[config.mk]
export PLATFORM = sky130hd
export DESIGN_NAME = keypad_passcode_lock_core
export DESIGN_NICKNAME = d
export VERILOG_FILES = /design/src/hw/rtl/kpl_pkg.sv /design/src/hw/rtl/keypad_passcode_lock_core.sv /design/src/hw/rtl/kpl_front.sv /design/src/hw/rtl/kpl_queue.sv /design/src/hw/rtl/kpl_back.sv
export VERILOG_INCLUDE_DIRS = /design/src /design/src/hw/rtl
export SDC_FILE = /design/constraint.sdc
export NUM_CORES = 1
export LEC_CHECK = 0
export BUFFER_PORTS_ARGS = -buffer_cell sky130_fd_sc_hd__buf_4
export CAP_MARGIN = 20
export CORE_AREA = 5 5 118 120
export DETAILED_ROUTE_END_ITERATION = 6
export DIE_AREA = 0 0 123 125
export GPL_ROUTABILITY_DRIVEN = 0
export GPL_TIMING_DRIVEN = 1
export HOLD_SLACK_MARGIN = 0.06
export PLACE_DENSITY_LB_ADDON = 0.1
export SYNTH_ARGS = -nofsm -noshare
export SYNTH_HDL_FRONTEND = slang
export SYNTH_SLANG_ARGS = --single-unit
export TNS_END_PERCENT = 50
[constraint.sdc]
create_clock -name clk -period 5.4 [get_ports clk]
set_input_delay 1.08 -clock clk [delete_from_list [all_inputs] [get_ports clk]]
set_output_delay 1.08 -clock clk [all_outputs]
set_load 0.03 [all_outputs]
[src/hw/rtl/assert_macros.svh]
// ----------------------------------------------------------------------------
// assertion macros
// shared helpers for the concurrent checks of the lock core
// ----------------------------------------------------------------------------
`ifndef ASSERT_MACROS_SVH
`define ASSERT_MACROS_SVH

// check that holds outside reset
`define ASSERT_CLK_RST(lbl, clk, rst, prop, msg) \
  lbl: assert property (@(posedge clk) disable iff (rst) (prop)) else $error(msg);

// check that holds at every edge, reset included
`define ASSERT_CLK(lbl, clk, prop, msg) \
  lbl: assert property (@(posedge clk) (prop)) else $error(msg);

`endif

[src/hw/rtl/kpl_pkg.sv]
// ----------------------------------------------------------------------------
// kpl_pkg
// types, codes and key decode helpers of the keypad passcode lock
// ----------------------------------------------------------------------------
package kpl_pkg;

  // key indices on the "123A456B789C*0#D" layout
  localparam logic [3:0] KEY_STAR  = 4'd12;
  localparam logic [3:0] KEY_POUND = 4'd14;

  // result status codes
  localparam logic [2:0] ST_STORED   = 3'd0;
  localparam logic [2:0] ST_CLEARED  = 3'd1;
  localparam logic [2:0] ST_CORRECT  = 3'd2;
  localparam logic [2:0] ST_WRONG    = 3'd3;
  localparam logic [2:0] ST_OVERFLOW = 3'd4;

  // request kinds from the front end
  localparam logic [1:0] OP_APPEND = 2'd0;
  localparam logic [1:0] OP_CLEAR  = 2'd1;
  localparam logic [1:0] OP_CHECK  = 2'd2;

  // reset values of the configuration registers
  localparam logic [63:0] CODE_KEYS_RST   = 64'h0000_0000_00B7_3210;
  localparam logic [4:0]  CODE_LENGTH_RST = 5'd6;

  // configuration register indices
  localparam logic CFG_CODE_KEYS   = 1'b0;
  localparam logic CFG_CODE_LENGTH = 1'b1;

  typedef struct packed {
    logic [1:0] op;
    logic [3:0] key;
  } kpl_req_t;

  typedef struct packed {
    logic [4:0] entered_count;
    logic [3:0] key_index;
    logic [2:0] status;
  } kpl_res_t;

  // column pins: pin 3 is column 0, then pins 0, 1, 2
  function automatic logic [1:0] decode_column(input logic [3:0] cols);
    logic [1:0] c;
    priority if (!cols[3]) c = 2'd0;
    else if (!cols[0])     c = 2'd1;
    else if (!cols[1])     c = 2'd2;
    else if (!cols[2])     c = 2'd3;
    else                   c = 2'd0;
    return c;
  endfunction

  // rows: lowest active row wins
  function automatic logic [1:0] decode_row(input logic [3:0] rows);
    logic [1:0] r;
    priority if (!rows[0]) r = 2'd0;
    else if (!rows[1])     r = 2'd1;
    else if (!rows[2])     r = 2'd2;
    else if (!rows[3])     r = 2'd3;
    else                   r = 2'd0;
    return r;
  endfunction

endpackage

[src/hw/rtl/keypad_passcode_lock_core.sv]
// ----------------------------------------------------------------------------
// keypad_passcode_lock_core
// keypad passcode lock: decode key presses, collect entry, check passcode
// ----------------------------------------------------------------------------
// channel     direction  payload
// s_axis      in         tdata[3:0] column_lines, tdata[7:4] row_lines
// m_axis      out        tdata[2:0] status, [6:3] key_index, [11:7] entered_count
// cfg         in         cfg_index 0 code_keys, 1 code_length
//
// one press accepted per cycle while the queue is not full; its result is
// registered in the result stage after passing through the queue
// rst is synchronous and clears queue, result stage and entry count
// a stalled result holds the back end; the two-entry queue keeps the
// front accepting until it fills
// ----------------------------------------------------------------------------
`include "assert_macros.svh"

module keypad_passcode_lock_core import kpl_pkg::*; #(
  parameter int MAX_ENTRY = 16
) (
  input  logic        clk,
  input  logic        rst,
  input  logic        s_axis_tvalid,
  output logic        s_axis_tready,
  input  logic [7:0]  s_axis_tdata,   // column_lines, row_lines
  output logic        m_axis_tvalid,
  input  logic        m_axis_tready,
  output logic [15:0] m_axis_tdata,   // status, key_index, entered_count, zero fill
  input  logic        cfg_we,
  input  logic        cfg_index,
  input  logic [63:0] cfg_data
);

  logic [63:0] code_keys;
  logic [4:0]  code_length;
  kpl_req_t    front_req;
  kpl_req_t    back_req;
  logic        q_full;
  logic        q_not_empty;
  logic        q_pop;
  kpl_res_t    res;

  // configuration registers
  always_ff @(posedge clk) begin
    if (rst) begin
      code_keys   <= CODE_KEYS_RST;
      code_length <= CODE_LENGTH_RST;
    end else if (cfg_we) begin
      unique case (cfg_index)
        CFG_CODE_KEYS:   code_keys   <= cfg_data;
        CFG_CODE_LENGTH: code_length <= cfg_data[4:0];
        default:         code_keys   <= code_keys;
      endcase
    end
  end

  // key decode and classify
  kpl_front u_front (
    .column_lines (s_axis_tdata[3:0]),
    .row_lines    (s_axis_tdata[7:4]),
    .req          (front_req)
  );

  assign s_axis_tready = !q_full;

  // request queue
  kpl_queue u_queue (
    .clk       (clk),
    .rst       (rst),
    .push      (s_axis_tvalid),
    .push_req  (front_req),
    .full      (q_full),
    .pop       (q_pop),
    .pop_req   (back_req),
    .not_empty (q_not_empty)
  );

  // entry handling and result stage
  kpl_back #(
    .MAX_ENTRY (MAX_ENTRY)
  ) u_back (
    .clk         (clk),
    .rst         (rst),
    .req         (back_req),
    .req_valid   (q_not_empty),
    .req_pop     (q_pop),
    .code_keys   (code_keys),
    .code_length (code_length),
    .res         (res),
    .res_valid   (m_axis_tvalid),
    .res_ready   (m_axis_tready)
  );

  assign m_axis_tdata = {4'd0, res.entered_count, res.key_index, res.status};

  // checks
  `ASSERT_CLK_RST(a_count_bound, clk, rst,
    m_axis_tvalid |-> (m_axis_tdata[11:7] <= 5'(MAX_ENTRY)), "entry count above limit")
  `ASSERT_CLK_RST(a_stored_count, clk, rst,
    (m_axis_tvalid && (m_axis_tdata[2:0] == ST_STORED)) |-> (m_axis_tdata[11:7] != 5'd0),
    "stored key with empty buffer")
  `ASSERT_CLK_RST(a_cleared_count, clk, rst,
    (m_axis_tvalid && (m_axis_tdata[2:0] != ST_STORED)) |-> (m_axis_tdata[11:7] == 5'd0),
    "buffer not empty after clear")
  `ASSERT_CLK_RST(a_full_means_stall, clk, rst, !s_axis_tready |-> m_axis_tvalid,
    "queue full while result stage empty")
  `ASSERT_CLK(a_reset_drains, clk, rst |=> !m_axis_tvalid, "result valid just after reset")

endmodule

[src/hw/rtl/kpl_front.sv]
// ----------------------------------------------------------------------------
// kpl_front
// decodes a key press to its index and classifies it for the back end
// ----------------------------------------------------------------------------
module kpl_front import kpl_pkg::*; (
  input  logic [3:0] column_lines,
  input  logic [3:0] row_lines,
  output kpl_req_t   req
);

  logic [3:0] key;

  // row * 4 + column
  assign key = {decode_row(row_lines), decode_column(column_lines)};

  // classify the key
  always_comb begin
    req.key = key;
    priority if (key == KEY_STAR) req.op = OP_CLEAR;
    else if (key == KEY_POUND)    req.op = OP_CHECK;
    else                          req.op = OP_APPEND;
  end

endmodule

[src/hw/rtl/kpl_queue.sv]
// ----------------------------------------------------------------------------
// kpl_queue
// two-entry request queue between front and back end
// ----------------------------------------------------------------------------
module kpl_queue import kpl_pkg::*; (
  input  logic     clk,
  input  logic     rst,
  input  logic     push,
  input  kpl_req_t push_req,
  output logic     full,
  input  logic     pop,
  output kpl_req_t pop_req,
  output logic     not_empty
);

  kpl_req_t   slots [2];
  logic       wr_ptr;
  logic       rd_ptr;
  logic [1:0] fill;
  logic       do_push;
  logic       do_pop;

  assign full      = fill[1];
  assign not_empty = (fill != 2'd0);
  assign do_push   = push && !full;
  assign do_pop    = pop && not_empty;
  assign pop_req   = slots[rd_ptr];

  // pointers and fill level
  always_ff @(posedge clk) begin
    if (rst) begin
      wr_ptr <= 1'b0;
      rd_ptr <= 1'b0;
      fill   <= 2'd0;
    end else begin
      if (do_push) wr_ptr <= !wr_ptr;
      if (do_pop)  rd_ptr <= !rd_ptr;
      unique case ({do_push, do_pop})
        2'b10:   fill <= fill + 2'd1;
        2'b01:   fill <= fill - 2'd1;
        default: fill <= fill;
      endcase
    end
  end

  // request storage
  always_ff @(posedge clk) begin
    if (do_push) slots[wr_ptr] <= push_req;
  end

endmodule

[src/hw/rtl/kpl_back.sv]
// ----------------------------------------------------------------------------
// kpl_back
// entry buffer, passcode compare and registered result stage
// ----------------------------------------------------------------------------
module kpl_back import kpl_pkg::*; #(
  parameter int MAX_ENTRY = 16
) (
  input  logic        clk,
  input  logic        rst,
  input  kpl_req_t    req,
  input  logic        req_valid,
  output logic        req_pop,
  input  logic [63:0] code_keys,
  input  logic [4:0]  code_length,
  output kpl_res_t    res,
  output logic        res_valid,
  input  logic        res_ready
);

  localparam int         IDX_W   = (MAX_ENTRY > 1) ? $clog2(MAX_ENTRY) : 1;
  localparam logic [4:0] CNT_MAX = 5'(MAX_ENTRY);

  logic [3:0] entry_keys [MAX_ENTRY];
  logic [4:0] entry_count;
  logic [4:0] entry_count_next;
  logic       code_ok;
  logic       store;
  logic [2:0] status_next;

  // result stage free or draining this cycle
  assign req_pop = req_valid && (!res_valid || res_ready);

  // compare every held key with its passcode nibble
  always_comb begin
    code_ok = (code_length == entry_count);
    for (int i = 0; i < MAX_ENTRY; i++) begin
      if ((5'(i) < entry_count) && (entry_keys[i] != code_keys[4*i +: 4])) begin
        code_ok = 1'b0;
      end
    end
  end

  // carry out the request
  always_comb begin
    store            = 1'b0;
    entry_count_next = 5'd0;
    unique case (req.op)
      OP_CLEAR: status_next = ST_CLEARED;
      OP_CHECK: status_next = code_ok ? ST_CORRECT : ST_WRONG;
      default: begin
        if (entry_count < CNT_MAX) begin
          store            = 1'b1;
          entry_count_next = entry_count + 5'd1;
          status_next      = ST_STORED;
        end else begin
          status_next = ST_OVERFLOW;
        end
      end
    endcase
  end

  // entry count and result valid
  always_ff @(posedge clk) begin
    if (rst) begin
      entry_count <= 5'd0;
      res_valid   <= 1'b0;
    end else begin
      if (req_pop) begin
        entry_count <= entry_count_next;
        res_valid   <= 1'b1;
      end else if (res_ready) begin
        res_valid <= 1'b0;
      end
    end
  end

  // entry keys and result payload
  always_ff @(posedge clk) begin
    if (req_pop && store) entry_keys[entry_count[IDX_W-1:0]] <= req.key;
    if (req_pop) begin
      res.status        <= status_next;
      res.key_index     <= req.key;
      res.entered_count <= entry_count_next;
    end
  end

endmodule
==> results by group <==
Power and ir drop
  – Max VDD drop: 0.244 mV
  – Leakage power: 0.00315 µW
  – Cell Pwr Density: 409 nW/µm²

Clock tree
  – CTS Buf Count: 17
  – Clock sinks: 168
  – Post-CTS Setup Inserts: 0
  – H-tree levels: 4
  – Worst-Skew Late Latency: 0.42 ns
  – Cell chosen for the clock root: clkbuf_16
  – Clock Tree Buf Depth: 2
  – Post-CTS sizing: 0
  – CTS Hold Buffers Added: 0
  – CTS tree: built
  – Clock transition at the registers of the reported paths: 0.06 ns

Cells and area
  – Nets: 790
  – Final Core Density: 63.5%
  – Post-route cell area: 8170 µm²
  – Area Growth Syn to Fin: 19.3%
  – Layout cells sized above 1: 18.7%
  – N_diodes: 0

Min path
  – Class of the worst hold path: reg2reg
  – Hold Path Sink: code_keys[56]
  – Hold path startpoint: code_keys[56]
  – Hold Path Stages: 2

Critical path
  – Max incr delay on CP: 0.49 ns
  – CP Class: in2reg
  – Crit Path Max Fanout: 18
  – Critical path buffers and inverters: 2
  – Data required, critical path: 5.74 ns
  – Worst path arrival time: 3.09 ns
  – Cells along the critical path: buf_4 > nand2b_1 > o21ai_1 > inv_1 > ha_1 > or3_1 > a21oi_1
  – R2R cell count: 7
  – R2r setup slk: 2.82 ns
  – CP startpoint kind: input pin
  – Reg2reg end: u_back.entry_keys[3][1]
  – Crit-path slowest cell: inv_1
  – Critical path capture point type: flop
  – Delay-heaviest family, CP: buffers and inverters

Route
  – TritonRoute pass-1 iters: 5
  – DR WL met2: 7070 µm
  – Wire per inst: 16.0 µm
  – Starting DRT DRC Count: 261
  – DRT met1 WL: 6330 µm
  – Top sig layer: met4
  – DRT antenna net count: 0
  – Post-DR vias/cell: 5.23
  – Vias post-DR: 4,676
  – DRC: 0
  – WL final: 14,300 µm
  – Routed wire length on met3: 700 µm

Timing
  – Slew HR: 47.2%
  – Least-Margin Pin Slew: 0.792 ns
  – Max Slew Vio Count: 0
  – Fmax: 0.364 GHz
  – Final min period: 2.75 ns
  – Setup TNS after final layout: 0 ns
  – RSZ-0062 raised after global routing: false
  – Max Clock Skew: 0.00638 ns
  – Final setup vio count: 0
  – Final Cycle Share: 50.9%
  – Worst-case hold slack: 0.472 ns
  – Final Hold Fails: 0

GRT
  – First-pass GRT wire length: 23,300 µm
  – Tot GR Track Use: 19.6%
  – Total congestion overflow: 0
  – Largest net degree at the start of global routing: 81
  – Initial antenna violation count: 0
  – Number of global-route vias before repair: 4,641

Synth
  – Sequential element share of the synthesized area: 62.0%
  – Synth Instances: 626
  – Area leader, netlist: edfxtp_1
  – Yosys reg bits: 168
  – Syn_area_per_cell: 10.9 µm²
  – Mapped Area: 6850 µm²
  – Synth top area cells: edfxtp_1 39%, dfxtp_1 23%, nand2_1 8.1%
  – Yosys warns: 0
  – Share of Yosys cell area claimed by the top area cell type: 38.6%
  – Yosys cell types: 46
  – Most frequent cell after synthesis: nand2_1
  – Top FF cell, synth: edfxtp_1
  – Number of enable flip-flop cells after synthesis: 88
  – Most frequent cells after synthesis: 147 x nand2_1, 88 x edfxtp_1, 80 x dfxtp_1, 71 x a21oi_1, 60 x xor2_1
  – FFs w/ async S/R, synth: 0%

Die
  – Die X-Extent: 123 µm
  – Die Ht: 125 µm
  – I/O pin cnt: 96
  – Starting Density: 53.2%
  – Die ar.: 15,400 µm²
  – Core box area: 12,900 µm²
  – Num rows: 42

Placement
  – DPL Wire Length: 9980 µm
  – Area after DPL: 7640 µm²
  – PortBufs: 91

Flow run
  – Number of max-cap violations: 0

Status
  – Outcome: completed
[through the flow]
step / instances / worst slack, ns / total power, µW
floorplan: 629 / 2.68 / 2030
CTS: 894 / 2.67 / 3380
global route: 894 / 2.49 / 3500
detailed placement: 862 / 2.23 / 2280
global placement: 861 / 2.27 / 2270
finish: 894 / 2.65 / 3340
[layout by cell type (no fill, tap or decap), drive strengths merged, types with 6 or more instances in the layout]
| cell type | instances |
|---|---|
| xor2 | 60 |
| xnor2 | 15 |
| edfxtp | 88 |
| a21oi | 71 |
| ha | 7 |
| nor2 | 25 |
| dfxtp | 80 |
| clkbuf | 21 |
| inv | 6 |
| nand2b | 7 |
| buf | 93 |
| nand2 | 147 |
| nand3b | 10 |
| nor4 | 16 |
| nor3 | 9 |
| clkinv | 9 |
[kinds of logic after synthesis]
| family | count (synthesis) | share of synthesized area [%] |
|---|---|---|
| DFF | 168 | 62.0 |
| adders and majority gates | 7 | 1.28 |
| other | 1 | 0.0548 |
| AOI/OAI and AO/OA | 94 | 7.93 |
| muxes | 6 | 0.950 |
| xor gates and xnor gates | 75 | 9.59 |
| and+or+nand+nor | 233 | 15.4 |
| buffers and inverters | 42 | 2.78 |
[metal layers]
metal / vias to the layer above / track usage, %
li1: 2300 / -
met1: 2238 / 25.8
met2: 121 / 31.6
met3: 17 / 4.70
met4: 0 / 7.17
met5: - / 0
[sequential cells by signal, summed over array words and instances (netlist names), named ones only]
| register | flops |
|---|---|
| u_back.res_valid | 1 |
| u_back.res | 12 |
| u_queue.fill | 2 |
| code_keys | 64 |
| u_queue.wr_ptr | 1 |
| u_back.entry_count | 5 |
| u_queue.rd_ptr | 1 |
| u_back.entry_keys | 64 |
| u_queue.slots | 12 |
| code_length | 5 |
[how the worst max path moves through the flow]
stage               slack [ns]  cells past startpoint               to     startpoint
global route              2.49                      8  u_queue.fill[1]  m_axis_tready
floorplan                 2.68                      6  u_queue.fill[1]  m_axis_tready
detailed placement        2.23                      7  u_queue.fill[1]  m_axis_tready
finish                    2.65                      7  u_queue.fill[1]  m_axis_tready
CTS                       2.67                      7  u_queue.fill[1]  m_axis_tready
global placement          2.27                      7  u_queue.fill[1]  m_axis_tready
[power breakdown]
part	total (µW)	leakage [µW]	switching, µW	internal (µW)
Clock	1090	0.000267	454	637
Sequential	1630	0.00147	89.1	1540
Combinational	619	0.00141	402	217
Total	3340	0.00315	945	2400
[worst reg2reg max path: stages (launching register included)]
cell and delay, ns:
dfxtp_1 0.47, mux2i_1 0.29, inv_1 0.07, ha_1 0.32
nand2b_1 0.13, nor2_1 0.27, nand2_1 0.20, nor3_1 0.48
[final cells by class]
| class | instances | area (µm²) |
|---|---|---|
| clock buffer | 21 | 450 |
| clock inverter | 11 | 81.3 |
| fill | 1082 | 4700 |
| inverter | 6 | 22.5 |
| multi-input combinational | 419 | 2430 |
| sequential | 168 | 4240 |
| tap | 176 | 220 |
| timing repair buffer | 93 | 718 |
(Power assumes the default switching activity.)
